[src/rtl/bbs_pkg.sv]
// ----------------------------------------------------------------------------
// bbs_pkg: shared types and constants for the BBS bit generator
// Widths, register indexes, reset values, sequencer states and the
// control/status bundles between the top level and the squaring core.
// ----------------------------------------------------------------------------
package bbs_pkg;

  localparam int MOD_BITS      = 64;
  localparam int CNT_BITS      = 12;
  localparam int IDX_BITS      = $clog2(MOD_BITS);
  localparam int CFG_ADDR_BITS = 2;
  localparam int IN_TDATA_BITS  = 8;
  localparam int OUT_TDATA_BITS = 8;

  localparam logic [MOD_BITS-1:0] MODULUS_RESET = MOD_BITS'(209);
  localparam logic [MOD_BITS-1:0] SEED_RESET    = MOD_BITS'(3);
  localparam logic [CNT_BITS-1:0] RUN_RESET     = CNT_BITS'(63);

  // configuration register indexes
  localparam logic [CFG_ADDR_BITS-1:0] CFG_MODULUS    = CFG_ADDR_BITS'(0);
  localparam logic [CFG_ADDR_BITS-1:0] CFG_SEED       = CFG_ADDR_BITS'(1);
  localparam logic [CFG_ADDR_BITS-1:0] CFG_RUN_LENGTH = CFG_ADDR_BITS'(2);

  typedef enum logic [1:0] {
    ST_IDLE,
    ST_DBL,
    ST_ADD,
    ST_DONE
  } sq_state_t;

  typedef struct packed {
    logic start;
    logic ack;
  } core_ctrl_t;

  typedef struct packed {
    logic idle;
    logic done;
  } core_stat_t;

endpackage

[src/rtl/bbs_modadd.sv]
// ----------------------------------------------------------------------------
// bbs_modadd: shared modular adder
// Returns (a + b) mod m for a, b below m, or the plain truncated sum when
// wrap is set (modulus taken as 2^MOD_BITS).
// ----------------------------------------------------------------------------
module bbs_modadd (
  input  logic [bbs_pkg::MOD_BITS-1:0] a,
  input  logic [bbs_pkg::MOD_BITS-1:0] b,
  input  logic [bbs_pkg::MOD_BITS-1:0] m,
  input  logic                         wrap,
  output logic [bbs_pkg::MOD_BITS-1:0] y
);

  logic [bbs_pkg::MOD_BITS:0]   sum;
  logic [bbs_pkg::MOD_BITS+1:0] diff;

  assign sum  = {1'b0, a} + {1'b0, b};
  assign diff = {1'b0, sum} - {2'b00, m};

  always_comb begin
    if (wrap || diff[bbs_pkg::MOD_BITS+1]) begin
      y = sum[bbs_pkg::MOD_BITS-1:0];
    end else begin
      y = diff[bbs_pkg::MOD_BITS-1:0];
    end
  end

endmodule

[src/rtl/bbs_core.sv]
// ----------------------------------------------------------------------------
// bbs_core: iterative modular squarer
// Double-and-add over the operand bits, MSB first, one modular add per
// cycle. An operand at or above the modulus is first reduced by the same
// loop with addend one.
// ----------------------------------------------------------------------------
module bbs_core (
  input  logic                         clk,
  input  logic                         rst,
  input  bbs_pkg::core_ctrl_t          ctrl,
  input  logic [bbs_pkg::MOD_BITS-1:0] operand,
  input  logic [bbs_pkg::MOD_BITS-1:0] modulus,
  output bbs_pkg::core_stat_t          stat,
  output logic [bbs_pkg::MOD_BITS-1:0] result
);

  bbs_pkg::sq_state_t state, state_next;

  logic [bbs_pkg::MOD_BITS-1:0] r;
  logic [bbs_pkg::MOD_BITS-1:0] src;
  logic [bbs_pkg::MOD_BITS-1:0] mod_q;
  logic                         wrap;
  logic                         red;    // reduction pass running
  logic [bbs_pkg::IDX_BITS-1:0] idx;

  logic [bbs_pkg::MOD_BITS-1:0] addend;
  logic [bbs_pkg::MOD_BITS-1:0] unit_b;
  logic [bbs_pkg::MOD_BITS-1:0] unit_y;
  logic                         step_done;  // this cycle finishes bit idx
  logic                         pass_end;
  logic                         mod_one;

  assign mod_one   = (modulus == bbs_pkg::MOD_BITS'(1));
  assign addend    = red ? bbs_pkg::MOD_BITS'(1) : src;
  assign unit_b    = (state == bbs_pkg::ST_ADD) ? addend : r;
  assign step_done = (state == bbs_pkg::ST_ADD) || !src[idx];
  assign pass_end  = step_done && (idx == '0);

  bbs_modadd u_modadd (
    .a    (r),
    .b    (unit_b),
    .m    (mod_q),
    .wrap (wrap),
    .y    (unit_y)
  );

  // next state
  always_comb begin
    state_next = state;
    unique case (state)
      bbs_pkg::ST_IDLE: begin
        if (ctrl.start) begin
          state_next = mod_one ? bbs_pkg::ST_DONE : bbs_pkg::ST_DBL;
        end
      end
      bbs_pkg::ST_DBL: begin
        if (src[idx]) begin
          state_next = bbs_pkg::ST_ADD;
        end else if (pass_end && !red) begin
          state_next = bbs_pkg::ST_DONE;
        end else begin
          state_next = bbs_pkg::ST_DBL;
        end
      end
      bbs_pkg::ST_ADD: begin
        state_next = (pass_end && !red) ? bbs_pkg::ST_DONE : bbs_pkg::ST_DBL;
      end
      bbs_pkg::ST_DONE: begin
        if (ctrl.ack) begin
          state_next = bbs_pkg::ST_IDLE;
        end
      end
      default: state_next = bbs_pkg::ST_IDLE;
    endcase
  end

  // outputs
  always_comb begin
    stat.idle = (state == bbs_pkg::ST_IDLE);
    stat.done = (state == bbs_pkg::ST_DONE);
    result    = r;
  end

  always_ff @(posedge clk) begin
    if (rst) begin
      state <= bbs_pkg::ST_IDLE;
    end else begin
      state <= state_next;
    end
  end

  always_ff @(posedge clk) begin
    if (rst) begin
      red <= 1'b0;
    end else begin
      priority case (1'b1)
        (state == bbs_pkg::ST_IDLE) && ctrl.start: begin
          red <= (modulus > bbs_pkg::MOD_BITS'(1)) && (operand >= modulus);
        end
        (state == bbs_pkg::ST_DBL) || (state == bbs_pkg::ST_ADD): begin
          if (pass_end) begin
            red <= 1'b0;
          end
        end
        default: red <= red;
      endcase
    end
  end

  // datapath
  always_ff @(posedge clk) begin
    if (state == bbs_pkg::ST_IDLE && ctrl.start) begin
      mod_q <= modulus;
      wrap  <= (modulus == '0);
      src   <= operand;
      r     <= '0;
      idx   <= '1;
    end else if (state == bbs_pkg::ST_DBL || state == bbs_pkg::ST_ADD) begin
      if (pass_end && red) begin
        // reduced operand becomes the multiplier for the squaring pass
        src <= unit_y;
        r   <= '0;
        idx <= '1;
      end else begin
        r <= unit_y;
        if (step_done) begin
          idx <= idx - bbs_pkg::IDX_BITS'(1);
        end
      end
    end
  end

endmodule

[src/rtl/bbs_bit_generator_unit.sv]
// ----------------------------------------------------------------------------
// bbs_bit_generator_unit: Blum Blum Shub bit generator
// Each request squares the kept state modulo the configured modulus and
// returns the parity of the new state, with run end and zero-state flags.
// ----------------------------------------------------------------------------
// Usage:
//   Slave channel s_*: one request per item, s_tdata[0] = restart (reload the
//   state from the seed and clear the bit count before stepping).
//   Master channel m_*: one result per request; m_tdata[0] = random_bit,
//   m_tlast = run end (count reached run_length or zero state),
//   m_tuser = state_zero.
//   Config: cfg_we writes cfg_wdata to register cfg_addr (0 modulus, 1 seed,
//   2 run_length); write only while no request is in flight.
// Sequence: an accept state, then a doubling step per operand bit plus an add
//   step per set bit, then a result state. A state at or above the modulus
//   first takes a reduction pass of the same shape. Modulus one goes from the
//   accept state straight to the result state. All steps share one 64-bit
//   modular adder, so one request is in work at a time.
// Reset: state = 3, bit count = 0, modulus 209, seed 3, run_length 63.
// Stall: a finished result waits in the output register; the next request is
//   accepted meanwhile and its result is held in the core until m_tready.
// ----------------------------------------------------------------------------
module bbs_bit_generator_unit (
  input  logic                               clk,
  input  logic                               rst,
  input  logic                               s_tvalid,
  output logic                               s_tready,
  input  logic [bbs_pkg::IN_TDATA_BITS-1:0]  s_tdata,   // [0] restart
  output logic                               m_tvalid,
  input  logic                               m_tready,
  output logic [bbs_pkg::OUT_TDATA_BITS-1:0] m_tdata,   // [0] random_bit
  output logic                               m_tlast,
  output logic                               m_tuser,   // [0] state_zero
  input  logic                               cfg_we,
  input  logic [bbs_pkg::CFG_ADDR_BITS-1:0]  cfg_addr,
  input  logic [bbs_pkg::MOD_BITS-1:0]       cfg_wdata
);

  logic [bbs_pkg::MOD_BITS-1:0] modulus;
  logic [bbs_pkg::MOD_BITS-1:0] seed;
  logic [bbs_pkg::CNT_BITS-1:0] run_length;
  logic [bbs_pkg::MOD_BITS-1:0] sq_state;
  logic [bbs_pkg::CNT_BITS-1:0] bit_index;

  bbs_pkg::core_ctrl_t          ctrl;
  bbs_pkg::core_stat_t          stat;
  logic [bbs_pkg::MOD_BITS-1:0] operand;
  logic [bbs_pkg::MOD_BITS-1:0] result;

  logic                         accept;
  logic                         restart;
  logic                         load_out;
  logic                         zero;
  logic                         last;
  logic [bbs_pkg::CNT_BITS-1:0] count;
  logic                         out_bit;

  assign restart  = s_tdata[0];
  assign s_tready = stat.idle;
  assign accept   = s_tvalid && s_tready;
  assign load_out = stat.done && (!m_tvalid || m_tready);
  assign operand  = restart ? seed : sq_state;

  assign ctrl.start = accept;
  assign ctrl.ack   = load_out;

  assign zero  = (result == '0);
  assign count = bit_index + bbs_pkg::CNT_BITS'(1);
  assign last  = zero || (count >= run_length) || (count == '0);

  bbs_core u_core (
    .clk     (clk),
    .rst     (rst),
    .ctrl    (ctrl),
    .operand (operand),
    .modulus (modulus),
    .stat    (stat),
    .result  (result)
  );

  always_ff @(posedge clk) begin
    if (rst) begin
      modulus    <= bbs_pkg::MODULUS_RESET;
      seed       <= bbs_pkg::SEED_RESET;
      run_length <= bbs_pkg::RUN_RESET;
    end else if (cfg_we) begin
      unique case (cfg_addr)
        bbs_pkg::CFG_MODULUS:    modulus    <= cfg_wdata;
        bbs_pkg::CFG_SEED:       seed       <= cfg_wdata;
        bbs_pkg::CFG_RUN_LENGTH: run_length <= cfg_wdata[bbs_pkg::CNT_BITS-1:0];
        default: ;
      endcase
    end
  end

  always_ff @(posedge clk) begin
    if (rst) begin
      sq_state  <= bbs_pkg::SEED_RESET;
      bit_index <= '0;
      m_tvalid  <= 1'b0;
    end else begin
      if (accept && restart) begin
        sq_state  <= seed;
        bit_index <= '0;
      end
      if (load_out) begin
        sq_state  <= result;
        bit_index <= last ? '0 : count;
        m_tvalid  <= 1'b1;
      end else if (m_tready) begin
        m_tvalid <= 1'b0;
      end
    end
  end

  // result payload
  always_ff @(posedge clk) begin
    if (load_out) begin
      out_bit <= result[0];
      m_tlast <= last;
      m_tuser <= zero;
    end
  end

  assign m_tdata = {{(bbs_pkg::OUT_TDATA_BITS-1){1'b0}}, out_bit};

  // one request in work at a time
  a_busy_after_accept: assert property (@(posedge clk) disable iff (rst)
    accept |=> !s_tready)
    else $error("request accepted while core busy");

  // zero state always ends the run
  a_zero_is_last: assert property (@(posedge clk) disable iff (rst)
    m_tvalid && m_tuser |-> m_tlast)
    else $error("zero state without run end");

  // zero state has even parity
  a_zero_bit: assert property (@(posedge clk) disable iff (rst)
    m_tvalid && m_tuser |-> !m_tdata[0])
    else $error("zero state with odd bit");

  // a result is only taken from the core when the output slot is free
  a_no_overwrite: assert property (@(posedge clk) disable iff (rst)
    m_tvalid && !m_tready |=> $stable(m_tdata) && $stable(m_tlast))
    else $error("pending result overwritten");

endmodule

[config.mk]
export PLATFORM = sky130hd
export DESIGN_NAME = bbs_bit_generator_unit
export DESIGN_NICKNAME = d
export VERILOG_FILES = /design/src/rtl/bbs_pkg.sv /design/src/rtl/bbs_modadd.sv /design/src/rtl/bbs_core.sv /design/src/rtl/bbs_bit_generator_unit.sv
export SDC_FILE = /design/constraint.sdc
export NUM_CORES = 1
export LEC_CHECK = 0
export BUFFER_PORTS_ARGS = -buffer_cell sky130_fd_sc_hd__buf_4
export CAP_MARGIN = 20
export CELL_PAD_IN_SITES_DETAIL_PLACEMENT = 1
export CELL_PAD_IN_SITES_GLOBAL_PLACEMENT = 1
export CORE_MARGIN = 1.5
export CORE_UTILIZATION = 36
export DETAILED_ROUTE_END_ITERATION = 8
export PLACE_DENSITY = 0.63
export SLEW_MARGIN = 20
export SYNTH_ARGS = -nofsm -noshare
export SYNTH_HDL_FRONTEND = slang
export SYNTH_SLANG_ARGS = --single-unit
[constraint.sdc]
create_clock -name clk -period 7 [get_ports clk]
set_input_delay 0.35 -clock clk [delete_from_list [all_inputs] [get_ports clk]]
set_output_delay 0.35 -clock clk [all_outputs]
set_load 0.01 [all_outputs]
* Word level (Yosys, flattened, before mapping)
Cells that the tools add are included.
Storage, ports and cells: latch bits 0, word-level logic and storage cells 96, bits of input ports 79, memory bits (writable) 0, output and inout bits 12, ROM bits 0, memories 0, register bits after elaboration 422
Operators by class: bitwise gates (word level) 0, reductions and logical operators 36, $lt $le $gt $ge 4, multiplexer cells 28, shift operators 0, equality and inequality tests 8, div/mod/pow operators 0, add/subtract/negate cells 4, multipliers 0
Operators with widths (count):
- $mux 64 | 10
- $logic_not 64->1 | 2
- $sub 65x64->66 | 1
- $add 64x64->65 | 1
- $eq 64x1->1 const B | 1
- $ge 64x64->1 | 1
- $gt 64x1->1 const B | 1
- $mux 12 | 3
- $reduce_and 2->1 | 7
- $add 12x1->12 const B | 1
- $ge 12x12->1 | 1
- $logic_not 12->1 | 1
- $mux 6 | 2
- $reduce_bool 2->1 | 6
- $mux 2 | 5
- $logic_and 1x1->1 | 8
- $pmux 2 s4 | 1
- $lt 6x7->1 const B | 1
- $bmux 1 s6 | 1
- $eq 2x2->1 const B | 3
- $logic_not 6->1 | 1
- $logic_or 1x1->1 | 6
- $mux 1 | 6
- $sub 6x1->6 const B | 1
- other kinds (4) | 9

* Depth between registers and ports, before layout
depth in word-level cells 9, gate-level depth with buffers 36, mapped depth without buffers 30

* Modules after synthesis
From an unflattened synthesis, not the netlist that was laid out.
Second synthesis, totals: cells, all modules 3569, area total of the unflattened synthesis 29143.0 µm²
Modules (own cells, without submodules):
- bbs_core | instances 1, area each 10478.8 µm², seq. area each 5335.1 µm², cells each 1049
- bbs_bit_generator_unit | instances 1, area each 9816.9 µm², seq. area each 4434.3 µm², cells each 1228
- bbs_modadd | instances 1, area each 8847.2 µm², seq. area each 0.0 µm², cells each 1292

* Worst setup path after synthesis
OpenSTA, ideal clock, no wires.
path kind reg2reg, from reg u_core.state[0], to reg u_core.src[63] (netlist name) (data pin), data required time 6.730 ns, period minus slack after synthesis 7.080 ns, slack -0.080 ns, stages on the path, launching flop included 36, arrival time 6.810 ns, buffers on the path 5, setup time 0.270 ns, path through dfxtp_1 inv_1 ha_1 clkbuf_1 clkbuf_1 clkbuf_1 nor2_1 a21oi_1 ha_1 inv_1 fa_1 nand2b_1 a211oi_2 o211ai_1 a21boi_0 o21ai_0 a21boi_0 o21ai_0 a21boi_0 nor4_1 a311o_1 ha_1 buf_2 a21oi_2 nor2_1 or3_1 a211oi_2 o41a_1 o221ai_2 o31a_2 a31oi_4 a31oi_4 buf_6 and3_1 a21oi_2 a21oi_1
Between the ends: longest elaborated chain between the ends 9, elaborated cells between the ends (all ways) 12, those cells by class add/sub: 2; eq/ne: 1; mux: 5; reduce/logical: 4
Ends and longest elaborated chain:
- start: declaration | RTL line bbs_core.sv:17 | bbs_pkg::sq_state_t state, state_next;
- start signal: assignment | RTL line bbs_core.sv:86 | state <= bbs_pkg::ST_IDLE;
- start signal: assignment | RTL line bbs_core.sv:88 | state <= state_next;
- $eq 2x2->1 | RTL line bbs_core.sv:35 | assign unit_b = (state == bbs_pkg::ST_ADD) ? addend : r;
- $mux 64 | RTL line bbs_core.sv:35
- $add 64x64->65 | RTL line bbs_modadd.sv:17 | assign sum = {1'b0, a} + {1'b0, b};
- $sub 65x64->66 | RTL line bbs_modadd.sv:18 | assign diff = {1'b0, sum} - {2'b00, m};
- $logic_or 1x1->1 | RTL line bbs_modadd.sv:21 | if (wrap || diff[bbs_pkg::MOD_BITS+1]) begin
- $mux 64 | RTL line bbs_modadd.sv:21
- $mux 64 | RTL line bbs_core.sv:119 | if (pass_end && red) begin
- $mux 64 | RTL line bbs_core.sv:118 | end else if (state == bbs_pkg::ST_DBL || state == bbs_pkg::ST_ADD) begin
- $mux 64 * | RTL line bbs_core.sv:112 | if (state == bbs_pkg::ST_IDLE && ctrl.start) begin
- end signal: assignment | RTL line bbs_core.sv:115 | src <= operand;
- end signal: assignment | RTL line bbs_core.sv:121 | src <= unit_y;
- end: declaration | RTL line bbs_core.sv:20 | logic [bbs_pkg::MOD_BITS-1:0] src;
Every way passes the cells marked *; elsewhere a longest branch is shown, timed or not. The select of a mux whose other input is x is not followed. A chain may end at the register's enable or synchronous reset.

* Final worst setup path
from reg u_core.state[0], to reg u_core.src[48] (netlist name) (data pin)
Same word-level chain as after synthesis.

==> summary.txt <==
CTS
  – CTS tree: done
  – CTS Buf Count: 52
  – H-tree depth: 2
  – Worst skew pair latency: 650 ps
  – CTS Root Cell: clkbuf_16
  – CTS sink cnt: 422
  – Worst-path clk slew: 60 ps
  – CTS Buffer Depth: 3

Flow run
  – Total of max-cap violations: 0

Detailed routing
  – Detailed Routing Iterations Pass 1: 5
  – Detailed-route via count: 26.4k
  – 1st-iter DRT viols: 1568
  – Wire per inst: 22.9 µm
  – Vias per inst: 5.58
  – Final wirelength: 108 mm
  – Detailed-route DRC error count: 0
  – Remaining antenna violation count: 0

Min path
  – Hold Path Class: in -> reg
  – Hold path depth: 3
  – Worst Hold Launch: cfg_wdata[49]
  – Worst Hold End: modulus[49]

Layout
  – Commonest non-fill, non-tap cell in the layout: nand2_1
  – Most frequent cells in the layout: nand2_1, a21oi_1, dfxtp_1
  – Area delta synth->final: 19.7%
  – Nets: 3939
  – Design area: 33500 µm²
  – # fillers: 9146
  – Layout cell share with drive strength beyond 1: 0.146

Synthesis
  – Async SR Flop Fraction: 0
  – Sequential fraction of the synthesis area: 0.349
  – Synth area leader: dfxtp_1
  – Top-area cell type share of the netlist area: 0.207
  – Post-synth EDFFs: 132
  – Ys flop type: dfxtp_1
  – Syn Inst Count: 3442
  – Post-synthesis cell type count: 81
  – Yosys warns: 0
  – Yosys reg bits: 422
  – Mean area per synthesized cell: 8.13 µm²
  – Largest cells by area after synthesis: dfxtp_1, edfxtp_1, ha_1, nand2_1, a21oi_1
  – Mapped Area: 28000 µm²

Power
  – Pint: 9860 µW
  – Switching part of the total power: 0.471
  – Flop pwr share: 0.197
  – PwrDens: 556 nW/µm²
  – Maximum vdd drop: 0.244 mV
  – Leak Pwr: 0.0137 µW
  – Logic pwr share: 0.656
  – Switching pwr: 8760 µW
  – Clk pwr share: 0.147

Critical path
  – WP depth: 32
  – Buf/Inv on CP: 9
  – Critical Path Source Type: register
  – Critical path type: reg -> reg
  – Critical path capture point type: register
  – Crit path required time: 7350 ps
  – Worst R2R End: u_core.src[48]
  – R2R depth: 32
  – CP top delay family: compound AO/OA/AOI/OAI gates
  – Max incr delay on CP: 430 ps
  – Worst reg2reg startpoint: u_core.state[0]
  – Worst path most repeated cell: buf_4
  – R2r setup slk: 240 ps
  – Crit-path max FO: 10
  – Worst endpoint data arrival time: 7110 ps
  – Crit-path slowest cell: o31a_4

Floorplanning
  – Number of I/O pins: 91
  – FP Rows: 102
  – Die Width: 282 µm
  – Die area: 79400 µm²
  – Initial cell density of the core: 0.362
  – Chip Height: 282 µm
  – Core area: 77200 µm²

Global route
  – Maximum number of pins on one net before global-route repair: 84
  – M3 GR Usage: 0.0270
  – Tot GR Track Use: 0.270
  – GR peak layer: met2
  – Grt met1 use: 0.372
  – Initial antenna violation count: 2
  – Grt total ovfl: 0
  – Number of global-route vias before repair: 27.4k
  – Met2 Use GR: 0.458
  – First-pass GRT wire length: 166 mm

Timing
  – Final Max Tran Viols: 0
  – Setup Viol. Count Final: 0
  – Fin Hold WS: 29.8 ps
  – Setup Skew: 45.6 ps
  – Min Tclk post-route: 6760 ps
  – F_max: 148 MHz
  – Measured slew at the worst slew-check pin: 1020 ps
  – Final Hold Viols: 0
  – Final period util: 0.965
  – Relative slew margins: 0.314
  – Setup TNS: 0 ps

Place
  – PortBufs: 76
  – Final GP Congestion: 0.960
  – Detail Placement HPWL: 80.6 mm
  – Cell area after placement: 30600 µm²

Run status
  – Outcome: finished clean
sequential cells by signal, summed over array words and instances, names as in the netlist, 2 cells and up:
signal and cells:
modulus 64, seed 64, sq_state 64, u_core.mod_q 64, u_core.result 64, u_core.src 64, bit_index 12, run_length 12
u_core.idx 6, u_core.state 2
tightest hold or removal path: stages:
cell and delay (ps):
buf_4 140, nand2_1 60, a21oi_1 50
routing by layer:
layer	vias up	share of wire
li1	12600	-
met4	2	0.018
met5	-	0.00012
met1	13200	0.47
met2	509	0.47
met3	116	0.041
synth_stat cells (6+ instances only):
cell type	instances
nand2b_1	27
xor2_1	53
dfxtp_1	290
mux2i_1	46
or3_1	7
a31oi_1	24
a41oi_1	6
a221o_1	8
o21a_1	17
o31ai_1	11
a21boi_0	6
nor2_1	218
nand3b_1	39
o21bai_1	26
nor3_1	33
nor4_1	39
a211o_1	11
a21oi_1	350
edfxtp_1	132
nand4_1	51
mux4_2	20
o21ai_0	177
nand2_1	572
clkbuf_1	167
and2_1	12
buf_4	10
buf_2	13
nor2b_1	33
and3_1	19
a21o_1	79
ha_1	210
o211ai_1	13
a311oi_1	63
buf_6	6
a211oi_1	14
mux2_2	64
o21ai_1	59
nand3_1	93
xnor2_1	80
buf_1	10
inv_1	250
repair_timing:
action / 4_1_cts / 5_1_grt
pin swaps: 7 / 22
gates resized for setup: 21 / 63
endpoints found under the setup margin: 125 / 128
cloned: 2 / 0
buffers inserted: 5 / 8
hold buffers: 63 / 0
endpoints found under the hold margin: 133 / 0
kinds of logic (layout without fill, tap and decap cells):
logic type               after synthesis  after routing  share of synthesized area
flip-flops                           422            422                      0.349
XOR/XNOR                             133            133                     0.0416
buffers and inverters                457            700                     0.0649
other                                  1              8                   0.000134
adder cells (fa/ha/maj)              212            212                     0.0953
multiplexers                         130            130                     0.0583
AO/OA/AOI/OAI                        926            926                      0.205
AND/OR/NAND/NOR                     1161           1161                      0.186
layout make-up:
| cell class | count | area (µm²) | area share |
|---|---|---|---|
| inverter | 250 | 943 | 0.0282 |
| clock inverter | 25 | 238 | 0.00710 |
| multi-input combinational | 2569 | 16800 | 0.502 |
| timing repair buffer | 353 | 2960 | 0.0884 |
| tap | 1040 | 1300 | 0.0389 |
| sequential | 422 | 9770 | 0.292 |
| clock buffer | 72 | 1470 | 0.0439 |
| antenna | 1 | 2.50 | 0.0000747 |
metrics by stage:
step                total power, µW  cells  setup slack (ps)   util
finish                        18600   4732               243  0.434
global route                  19800   4731             -13.7  0.434
CTS                           18200   4723              3.78  0.429
detailed placement            15100   4556              -207  0.396
global placement              14900   4556             -31.8  0.396
floorplan                     10600   3448              26.6      -
power by group through the flow:
stage,clock [µW],sequential [µW],combinational [µW]
floorplan,0,3430,7210
global placement,0,3700,11200
detailed placement,0,3700,11400
CTS,2800,3660,11800
global route,2880,3710,13200
finish,2740,3670,12200
worst max-delay path by stage:
stage | from | end
6_report | u_core.state[0] | u_core.src[48]
5_1_grt | u_core.state[0] | u_core.src[48]
4_1_cts | u_core.state[0] | u_core.src[47]
3_5_place_dp | u_core.state[0] | u_core.src[43]
3_3_place_gp | u_core.state[0] | u_core.result[60]
2_1_floorplan | u_core.state[0] | u_core.src[63]
Power figures use the tool's default switching activity.
